## src/hw/rtl/tlpq_pkg.sv

```systemverilog
`timescale 1ns / 1ps
// ----------------------------------------------------------------------------
// tlpq_pkg
// Shared types and codes for the three-level priority queue and its cells.
// ----------------------------------------------------------------------------
package tlpq_pkg;

    localparam int LEVEL_BITS    = 2;
    localparam int PAYLOAD_BITS  = 7;
    localparam int PORT_KEY_BITS = 16;
    localparam int OCC_BITS      = 5;
    localparam int STATUS_BITS   = 3;

    localparam logic [LEVEL_BITS-1:0] LEVEL_NONE = 2'd0;

    typedef enum logic [1:0] {
        KIND_ADD    = 2'd0,
        KIND_POP    = 2'd1,
        KIND_UPDATE = 2'd2,
        KIND_NOP    = 2'd3
    } t_kind;

    typedef enum logic [STATUS_BITS-1:0] {
        STATUS_OK        = 3'd0,
        STATUS_FULL      = 3'd1,
        STATUS_EMPTY     = 3'd2,
        STATUS_NOT_FOUND = 3'd3,
        STATUS_BAD_LEVEL = 3'd4
    } t_status;

    typedef enum logic [1:0] {
        CELL_HOLD   = 2'd0,
        CELL_INSERT = 2'd1,
        CELL_POP    = 2'd2,
        CELL_REMOVE = 2'd3
    } t_cell_op;

    typedef struct packed {
        logic [LEVEL_BITS-1:0]   level;
        logic [PAYLOAD_BITS-1:0] payload;
    } t_slot;

    typedef struct packed {
        t_cell_op op;
        t_slot    entry;
    } t_cell_cmd;

    typedef enum logic {
        ST_IDLE     = 1'b0,
        ST_REINSERT = 1'b1
    } t_state;

endpackage

```

## src/hw/rtl/tlpq_cell.sv

```systemverilog
`timescale 1ns / 1ps
// ----------------------------------------------------------------------------
// tlpq_cell
// One queue slot: holds key, level and payload and moves them to or from
// its neighbors on insert, pop and remove commands.
// ----------------------------------------------------------------------------
module tlpq_cell #(
    parameter int KW = 16
) (
    input  logic               i_clk,
    input  tlpq_pkg::t_cell_cmd i_cmd,
    input  logic [KW-1:0]      i_cmd_key,
    input  logic               i_occupied,
    input  logic               i_left_stay,
    input  logic               i_left_hit,
    input  logic [KW-1:0]      i_left_key,
    input  tlpq_pkg::t_slot    i_left_slot,
    input  logic [KW-1:0]      i_right_key,
    input  tlpq_pkg::t_slot    i_right_slot,
    output logic               o_stay,
    output logic               o_hit,
    output logic [KW-1:0]      o_key,
    output tlpq_pkg::t_slot    o_slot,
    output logic [KW-1:0]      o_n_key,
    output tlpq_pkg::t_slot    o_n_slot
);

    logic [KW-1:0]   r_key;
    tlpq_pkg::t_slot r_slot;
    logic [KW-1:0]   n_key;
    tlpq_pkg::t_slot n_slot;
    logic            w_stay;
    logic            w_hit;

    // levels are kept in non-increasing order, so stay bits form a prefix
    assign w_stay = i_occupied && (r_slot.level >= i_cmd.entry.level);
    assign w_hit  = i_occupied && (r_key == i_cmd_key);

    always_comb begin
        n_key  = r_key;
        n_slot = r_slot;
        unique case (i_cmd.op)
            tlpq_pkg::CELL_HOLD: begin
                n_key  = r_key;
            end
            tlpq_pkg::CELL_INSERT: begin
                if (!i_left_stay) begin
                    n_key  = i_left_key;
                    n_slot = i_left_slot;
                end else if (!w_stay) begin
                    n_key  = i_cmd_key;
                    n_slot = i_cmd.entry;
                end
            end
            tlpq_pkg::CELL_POP: begin
                n_key  = i_right_key;
                n_slot = i_right_slot;
            end
            tlpq_pkg::CELL_REMOVE: begin
                // close the gap at and behind the first matching slot
                if (i_left_hit || w_hit) begin
                    n_key  = i_right_key;
                    n_slot = i_right_slot;
                end
            end
        endcase
    end

    always_ff @(posedge i_clk) begin
        r_key  <= n_key;
        r_slot <= n_slot;
    end

    assign o_stay   = w_stay;
    assign o_hit    = w_hit;
    assign o_key    = r_key;
    assign o_slot   = r_slot;
    assign o_n_key  = n_key;
    assign o_n_slot = n_slot;

endmodule

```

## src/hw/rtl/three_level_priority_queue_unit.sv

```systemverilog
`timescale 1ns / 1ps
// add, pop, no-op and failed commands give their result from the output register in the cycle after the beat
// an update that finds its key runs a remove pass, then an insert pass, and gives its result after the insert pass
// an update that finds its key takes no new command during its insert pass on the shared cell row
// a new beat is taken while the previous result drains from the output register
// reset: synchronous active-low; empties the queue and the output register
// slot contents are not cleared, slots beyond the count are never reported
// ----------------------------------------------------------------------------
// three_level_priority_queue_unit
// Strict three-level priority queue built as a row of slot cells with add,
// pop, reprioritize and no-op commands.
// ----------------------------------------------------------------------------
module three_level_priority_queue_unit #(
    parameter int DEPTH    = 16,
    parameter int KEY_BITS = 16
) (
    input  logic        i_clk,
    input  logic        i_rst_n,
    input  logic        i_in_valid,
    output logic        o_in_ready,
    input  logic [1:0]  i_kind,
    input  logic [15:0] i_entry_key,
    input  logic [1:0]  i_level,
    input  logic [6:0]  i_payload,
    output logic        o_out_valid,
    input  logic        i_out_ready,
    output logic [2:0]  o_status,
    output logic [15:0] o_removed_key,
    output logic [1:0]  o_removed_level,
    output logic [6:0]  o_removed_payload,
    output logic [15:0] o_head_key,
    output logic [1:0]  o_head_level,
    output logic [4:0]  o_occupancy
);

    localparam int PKB = tlpq_pkg::PORT_KEY_BITS;
    localparam int OCB = tlpq_pkg::OCC_BITS;
    localparam int KW  = (KEY_BITS < PKB) ? KEY_BITS : PKB;
    localparam int CW  = $clog2(DEPTH + 1);

    // cell row wiring
    logic [KW-1:0]   w_key   [DEPTH];
    tlpq_pkg::t_slot w_slot  [DEPTH];
    logic [KW-1:0]   w_n_key [DEPTH];
    tlpq_pkg::t_slot w_n_slot[DEPTH];
    logic [DEPTH-1:0] w_stay;
    logic [DEPTH-1:0] w_hit;
    logic [DEPTH-1:0] w_occ;
    logic [DEPTH-1:0] w_before;
    logic [DEPTH-1:0] w_first;

    tlpq_pkg::t_cell_cmd w_cmd;
    logic [KW-1:0]       w_cmd_key;
    logic [KW-1:0]       w_sel_key;
    tlpq_pkg::t_slot     w_sel_slot;
    logic                w_in_fire;

    // control state
    tlpq_pkg::t_state r_state;
    tlpq_pkg::t_state n_state;
    logic [CW-1:0]    r_count;
    logic [CW-1:0]    n_count;
    logic [KW-1:0]    r_ins_key;
    logic [KW-1:0]    n_ins_key;
    tlpq_pkg::t_slot  r_ins_slot;
    tlpq_pkg::t_slot  n_ins_slot;

    // result
    logic             w_produce;
    tlpq_pkg::t_status w_status;
    logic [KW-1:0]    w_rm_key;
    tlpq_pkg::t_slot  w_rm_slot;

    logic             r_out_valid;
    logic [2:0]       r_status;
    logic [15:0]      r_removed_key;
    logic [1:0]       r_removed_level;
    logic [6:0]       r_removed_payload;
    logic [15:0]      r_head_key;
    logic [1:0]       r_head_level;
    logic [4:0]       r_occupancy;

    genvar gi;
    generate
        for (gi = 0; gi < DEPTH; gi++) begin : g_cell
            logic            w_l_stay;
            logic [KW-1:0]   w_l_key;
            tlpq_pkg::t_slot w_l_slot;
            logic [KW-1:0]   w_r_key;
            tlpq_pkg::t_slot w_r_slot;

            assign w_occ[gi] = (CW'(gi) < r_count);

            if (gi == 0) begin : g_head
                assign w_l_stay     = 1'b1;
                assign w_l_key      = '0;
                assign w_l_slot     = '0;
                assign w_before[gi] = 1'b0;
            end else begin : g_body
                assign w_l_stay     = w_stay[gi-1];
                assign w_l_key      = w_key[gi-1];
                assign w_l_slot     = w_slot[gi-1];
                assign w_before[gi] = |w_hit[gi-1:0];
            end

            if (gi == DEPTH - 1) begin : g_tail
                assign w_r_key  = '0;
                assign w_r_slot = '0;
            end else begin : g_mid
                assign w_r_key  = w_key[gi+1];
                assign w_r_slot = w_slot[gi+1];
            end

            tlpq_cell #(
                .KW(KW)
            ) u_cell (
                .i_clk       (i_clk),
                .i_cmd       (w_cmd),
                .i_cmd_key   (w_cmd_key),
                .i_occupied  (w_occ[gi]),
                .i_left_stay (w_l_stay),
                .i_left_hit  (w_before[gi]),
                .i_left_key  (w_l_key),
                .i_left_slot (w_l_slot),
                .i_right_key (w_r_key),
                .i_right_slot(w_r_slot),
                .o_stay      (w_stay[gi]),
                .o_hit       (w_hit[gi]),
                .o_key       (w_key[gi]),
                .o_slot      (w_slot[gi]),
                .o_n_key     (w_n_key[gi]),
                .o_n_slot    (w_n_slot[gi])
            );
        end
    endgenerate

    assign w_first = w_hit & ~w_before;

    // one-hot pick of the first matching slot
    always_comb begin
        w_sel_key  = '0;
        w_sel_slot = '0;
        for (int i = 0; i < DEPTH; i++) begin
            if (w_first[i]) begin
                w_sel_key  = w_sel_key | w_key[i];
                w_sel_slot = w_sel_slot | w_slot[i];
            end
        end
    end

    assign o_in_ready = (r_state == tlpq_pkg::ST_IDLE) && (!r_out_valid || i_out_ready);
    assign w_in_fire  = i_in_valid && o_in_ready;

    always_comb begin
        n_state           = r_state;
        n_count           = r_count;
        n_ins_key         = r_ins_key;
        n_ins_slot        = r_ins_slot;
        w_cmd.op          = tlpq_pkg::CELL_HOLD;
        w_cmd.entry.level = i_level;
        w_cmd.entry.payload = i_payload;
        w_cmd_key         = KW'(i_entry_key);
        w_produce         = 1'b0;
        w_status          = tlpq_pkg::STATUS_OK;
        w_rm_key          = '0;
        w_rm_slot         = '0;
        unique case (r_state)
            tlpq_pkg::ST_IDLE: begin
                if (w_in_fire) begin
                    unique case (tlpq_pkg::t_kind'(i_kind))
                        tlpq_pkg::KIND_ADD: begin
                            w_produce = 1'b1;
                            if (i_level == tlpq_pkg::LEVEL_NONE) begin
                                w_status = tlpq_pkg::STATUS_BAD_LEVEL;
                            end else if (r_count == CW'(DEPTH)) begin
                                w_status = tlpq_pkg::STATUS_FULL;
                            end else begin
                                w_cmd.op = tlpq_pkg::CELL_INSERT;
                                n_count  = r_count + 1'b1;
                            end
                        end
                        tlpq_pkg::KIND_POP: begin
                            w_produce = 1'b1;
                            if (r_count == '0) begin
                                w_status = tlpq_pkg::STATUS_EMPTY;
                            end else begin
                                w_cmd.op  = tlpq_pkg::CELL_POP;
                                w_rm_key  = w_key[0];
                                w_rm_slot = w_slot[0];
                                n_count   = r_count - 1'b1;
                            end
                        end
                        tlpq_pkg::KIND_UPDATE: begin
                            if (|w_hit) begin
                                // take the entry out now, put it back next cycle
                                w_cmd.op           = tlpq_pkg::CELL_REMOVE;
                                n_count            = r_count - 1'b1;
                                n_ins_key          = w_sel_key;
                                n_ins_slot.payload = w_sel_slot.payload;
                                n_ins_slot.level   = (i_level == tlpq_pkg::LEVEL_NONE) ?
                                                     w_sel_slot.level : i_level;
                                n_state            = tlpq_pkg::ST_REINSERT;
                            end else begin
                                w_produce = 1'b1;
                                w_status  = tlpq_pkg::STATUS_NOT_FOUND;
                            end
                        end
                        tlpq_pkg::KIND_NOP: begin
                            w_produce = 1'b1;
                        end
                    endcase
                end
            end
            tlpq_pkg::ST_REINSERT: begin
                w_cmd.op    = tlpq_pkg::CELL_INSERT;
                w_cmd.entry = r_ins_slot;
                w_cmd_key   = r_ins_key;
                n_count     = r_count + 1'b1;
                w_produce   = 1'b1;
                n_state     = tlpq_pkg::ST_IDLE;
            end
        endcase
    end

    always_ff @(posedge i_clk) begin
        if (!i_rst_n) begin
            r_state <= tlpq_pkg::ST_IDLE;
            r_count <= '0;
        end else begin
            r_state <= n_state;
            r_count <= n_count;
        end
    end

    always_ff @(posedge i_clk) begin
        r_ins_key  <= n_ins_key;
        r_ins_slot <= n_ins_slot;
    end

    always_ff @(posedge i_clk) begin
        if (!i_rst_n) begin
            r_out_valid <= 1'b0;
        end else if (w_produce) begin
            r_out_valid <= 1'b1;
        end else if (i_out_ready) begin
            r_out_valid <= 1'b0;
        end
    end

    // head is taken from the cell row's next contents
    always_ff @(posedge i_clk) begin
        if (w_produce) begin
            r_status          <= w_status;
            r_removed_key     <= PKB'(w_rm_key);
            r_removed_level   <= w_rm_slot.level;
            r_removed_payload <= w_rm_slot.payload;
            r_head_key        <= (n_count != '0) ? PKB'(w_n_key[0]) : '0;
            r_head_level      <= (n_count != '0) ? w_n_slot[0].level : tlpq_pkg::LEVEL_NONE;
            r_occupancy       <= OCB'(n_count);
        end
    end

    assign o_out_valid       = r_out_valid;
    assign o_status          = r_status;
    assign o_removed_key     = r_removed_key;
    assign o_removed_level   = r_removed_level;
    assign o_removed_payload = r_removed_payload;
    assign o_head_key        = r_head_key;
    assign o_head_level      = r_head_level;
    assign o_occupancy       = r_occupancy;

`ifndef ASSERT_OFF
    a_reinsert_out_free: assert property (@(posedge i_clk) disable iff (!i_rst_n)
        (r_state == tlpq_pkg::ST_REINSERT) |-> !r_out_valid)
        else $error("reinsert pass with result still pending");

    a_count_bound: assert property (@(posedge i_clk) disable iff (!i_rst_n)
        r_count <= CW'(DEPTH))
        else $error("entry count above depth");

    a_pop_count: assert property (@(posedge i_clk) disable iff (!i_rst_n)
        (w_in_fire && (i_kind == tlpq_pkg::KIND_POP) && (r_count != '0))
        |=> (r_count == $past(r_count) - 1'b1))
        else $error("pop did not shrink the queue");

    a_update_reinsert: assert property (@(posedge i_clk) disable iff (!i_rst_n)
        (w_in_fire && (i_kind == tlpq_pkg::KIND_UPDATE) && (|w_hit))
        |=> (r_state == tlpq_pkg::ST_REINSERT) && !r_out_valid)
        else $error("found update did not enter reinsert");
`endif

endmodule
```

## config.mk

```make
export PLATFORM = sky130hd
export DESIGN_NAME = three_level_priority_queue_unit
export DESIGN_NICKNAME = d
export VERILOG_FILES = /design/src/hw/rtl/tlpq_pkg.sv /design/src/hw/rtl/tlpq_cell.sv /design/src/hw/rtl/three_level_priority_queue_unit.sv
export SDC_FILE = /design/constraint.sdc
export NUM_CORES = 2
export LEC_CHECK = 0
export ABC_AREA = 1
export BUFFER_PORTS_ARGS = -buffer_cell sky130_fd_sc_hd__buf_2
export CAP_MARGIN = 10
export CORE_MARGIN = 2
export CORE_UTILIZATION = 50
export CTS_CLUSTER_SIZE = 16
export DETAILED_ROUTE_END_ITERATION = 6
export PLACE_DENSITY = 0.68
export SLEW_MARGIN = 15
export SYNTH_ARGS = -nofsm -noshare
export SYNTH_HDL_FRONTEND = slang
export SYNTH_SLANG_ARGS = --single-unit
```

## constraint.sdc

```tcl
create_clock -name i_clk -period 7.26 [get_ports i_clk]
set_input_delay 0.363 -clock i_clk [delete_from_list [all_inputs] [get_ports i_clk]]
set_output_delay 0.363 -clock i_clk [all_outputs]
set_load 0.02 [all_outputs]
```

==> results.yml <==
yosys:
  syn-num-nets: 4803
  synth.area.top_cells: "edfxtp_1 39%, nand2_1 14%, o211ai_1 7.6%"
  synthFlopType: "edfxtp_1"
  synth.largest_area_cell: "edfxtp_1"
  synth_top_area_share_pct: 39.5
  syn_area_per_cell_um2: 7.35
  synthArstFlopShare_pct: 0
  ys_warn_count: 0
  syn_area_um2: 34800
  synth_edf_count: 458
  synth_seq_cells: 483
  synthCells: 4736
  synth_cell_types: 54
  seq_area_frac_synth_pct: 40.9
clock_network:
  cts_buffers: 58
  cts_max_path_buffers: 3
  cts-resized-gates: 0
  cts_setup_buffers: 0
  cts_hold_buf: 0
  cts_htree_levels: 2
  path_clk_slew_ns: 0.06
  cts_tree: "yes"
  clkLatencyLatePin_ns: 0.67
  root_buffer: "clkbuf_16"
  cts_sinks: 483
timing:
  skew_ns: 0.0341
  min_period_over_period_pct: 87.2
  clock.fmax_mhz: 158
  worstMarginPinSlew_ns: 1.22
  fin_crit_ns: 6.33
  setup_violations: 0
  slew-limit-headroom_pct: 18.2
  slew_violations: 0
  rsz0062_at_grt: "false"
  hold_viol_final: 0
  tns_ns: 0
power:
  power_leakage_nw: 16.1
  vdd_drop_max_mv: 0.267
  p_per_area_nw_per_um2: 216
critical_path:
  cp.arrival_ns: 6.81
  crit_path_start_kind: "register"
  worst-setup-path-type: "reg2reg"
  critPathRequiredTime_ns: 7.74
  end_kind: "register"
  cp_max_fo: 172
global_route:
  grt_pass1_wl_um: 228000
  antenna_found_initial: 2
  grt_start_max_net_pins: 173
  grt_overflow: 0
  grt_pass1_vias: 33200
  grtUsageTotal_pct: 43.9
finish:
  antenna-diode-count: 0
  fill_cells: 6825
  fin_util_pct: 55.2
  area_growth_pct: 9.15
  final_cell_mix: "1254 x nand2_1, 584 x inv_1, 458 x edfxtp_1"
  final_common_cell: "nand2_1"
  drive_gt1_share_pct: 7.77
  layout.nets: 4767
floorplanning:
  io_pins: 84
  rows: 96
  die_h_um: 268
  start_util_pct: 50.6
  die_x_um: 268
  dieArea_um2: 71800
  core-area_um2: 68800
placed_design:
  place.gp.congestion: 1.05
  dp_hpwl_um: 116000
  portBuffers: 83
drt:
  routedWlPerCell_um: 28.2
  ant_nets: 0
  num_vias: 35900
  drt-vias-per-instance: 6.32
  drc: 0
  dr.first_iter.drc_count: 5388
  routed_wl_um: 160000
  first_pass_iters: 6
outcome:
  outcome: "completed"
hold_path:
  hp-class: "in2reg"
job:
  maxCapViolCount: 0
Yosys cell counts, types with 3 or more instances:
cell      count
inv_2        13
buf_2        70
and2_1       14
clkinv_1     10
buf_4        30
nand2_1    1258
a211oi_1     29
nor3_1       54
a21oi_2       9
nor3_2        5
o21ai_1     116
buf_6        14
ha_1         36
nor2_2       14
dfxtp_1      25
nand2_2      11
o21a_1        3
o22ai_1      48
edfxtp_1    458
a311oi_1      3
a21oi_1     110
nand3_1     168
a221oi_1      5
and3_1        4
nor4_1       17
xor2_1      104
nand3_2       7
o211ai_1    352
nand3b_1      9
nor3b_1      10
inv_1       585
nand4_1     147
o21ai_0     362
nor2_1      444
clkbuf_1    151
buf_1        17
cell families after synthesis:
| logic type | Yosys count | share of synthesized area, % |
|---|---|---|
| and+or+nand+nor | 2174 | 26.4 |
| xor gates and xnor gates | 105 | 2.64 |
| AOI/OAI and AO/OA | 1048 | 18.3 |
| buffers and inverters | 890 | 10.5 |
| adders and majority gates | 36 | 1.29 |
| DFF | 483 | 40.9 |
per-layer routing:
layer	track usage, %	part of all wire, %	vias up
met5	0	0.021	-
met4	28.3	7.7	4
met2	64.9	42	2604
li1	-	-	16000
met3	9.56	12	578
met1	58.2	38	16700
power breakdown:
group	total [mW]	switching (mW)	internal, mW
Sequential	3.49	0.172	3.32
Clock	3.01	1.31	1.70
Combinational	1.71	1.24	0.471
Total	8.21	2.72	5.49
cell type report:
cell class | count | area [um^2] | share of cell area (%)
multi-input cells | 3363 | 17100 | 45.1
flip-flops and latches | 483 | 14300 | 37.5
inverters | 608 | 2290 | 6.02
clock buffers | 74 | 1560 | 4.11
repair buffers | 186 | 1270 | 3.34
well taps | 931 | 1160 | 3.06
clock inverters | 34 | 340 | 0.895
final timing paths:
check                                  startpoint                                   end  slack, ns  cells past startpoint
min                                       i_rst_n                 r_count[1]$_SDFF_PN0_       0.09                      3
max                            r_state$_SDFF_PP0_  g_cell[3].u_cell.o_key[14]$_DFFE_PP_       0.93                     20
min reg2reg  g_cell[0].u_cell.o_slot[0]$_DFFE_PP_    o_removed_payload[0]$_SDFFCE_PP0P_       0.60                      2
max reg2reg                    r_state$_SDFF_PP0_  g_cell[3].u_cell.o_key[14]$_DFFE_PP_       0.93                     20
critical path: stages (launching register included):
cell and delay (ns):
dfxtp_2 0.44, inv_2 0.52, nand2_2 0.13, nand2_2 0.67
nand2_1 0.14, nand2_1 0.14, nor2_1 0.05, nand2_1 0.06
nor2_1 0.05, nand3_1 0.33, nand3_2 0.19, nor2_4 0.19
nand4_1 0.22, nor2_2 0.31, nand4_4 0.24, nand3_4 0.29
nand2_4 0.17, inv_8 0.71, buf_4 0.85, o211ai_1 0.18
o21ai_0 0.15
registers in the layout, summed over array words and instances (netlist names):
signal / flops
r_ins_key: 16
o_occupancy: 5
o_removed_payload: 7
o_head_key: 16
r_count: 5
o_head_level: 2
r_state: 1
o_removed_key: 16
o_removed_level: 2
o_out_valid: 1
o_status: 3
g_cell.u_cell.o_slot: 144
r_ins_slot: 9
g_cell.u_cell.o_key: 256
stage by stage:
step	hold WS [ns]	area, um^2	setup WS (ns)	cells	power (mW)
finish	0.0864	38000	0.928	5679	8.21
detailed placement	0.582	36100	1.11	5571	5.17
floorplan	0.525	34800	1.72	4736	4.56
global route	0.101	38000	0.490	5679	8.45
global placement	0.579	36100	1.35	5570	5.17
CTS	0.0715	38000	1.12	5679	8.14
Power figures use the tool's default switching activity.
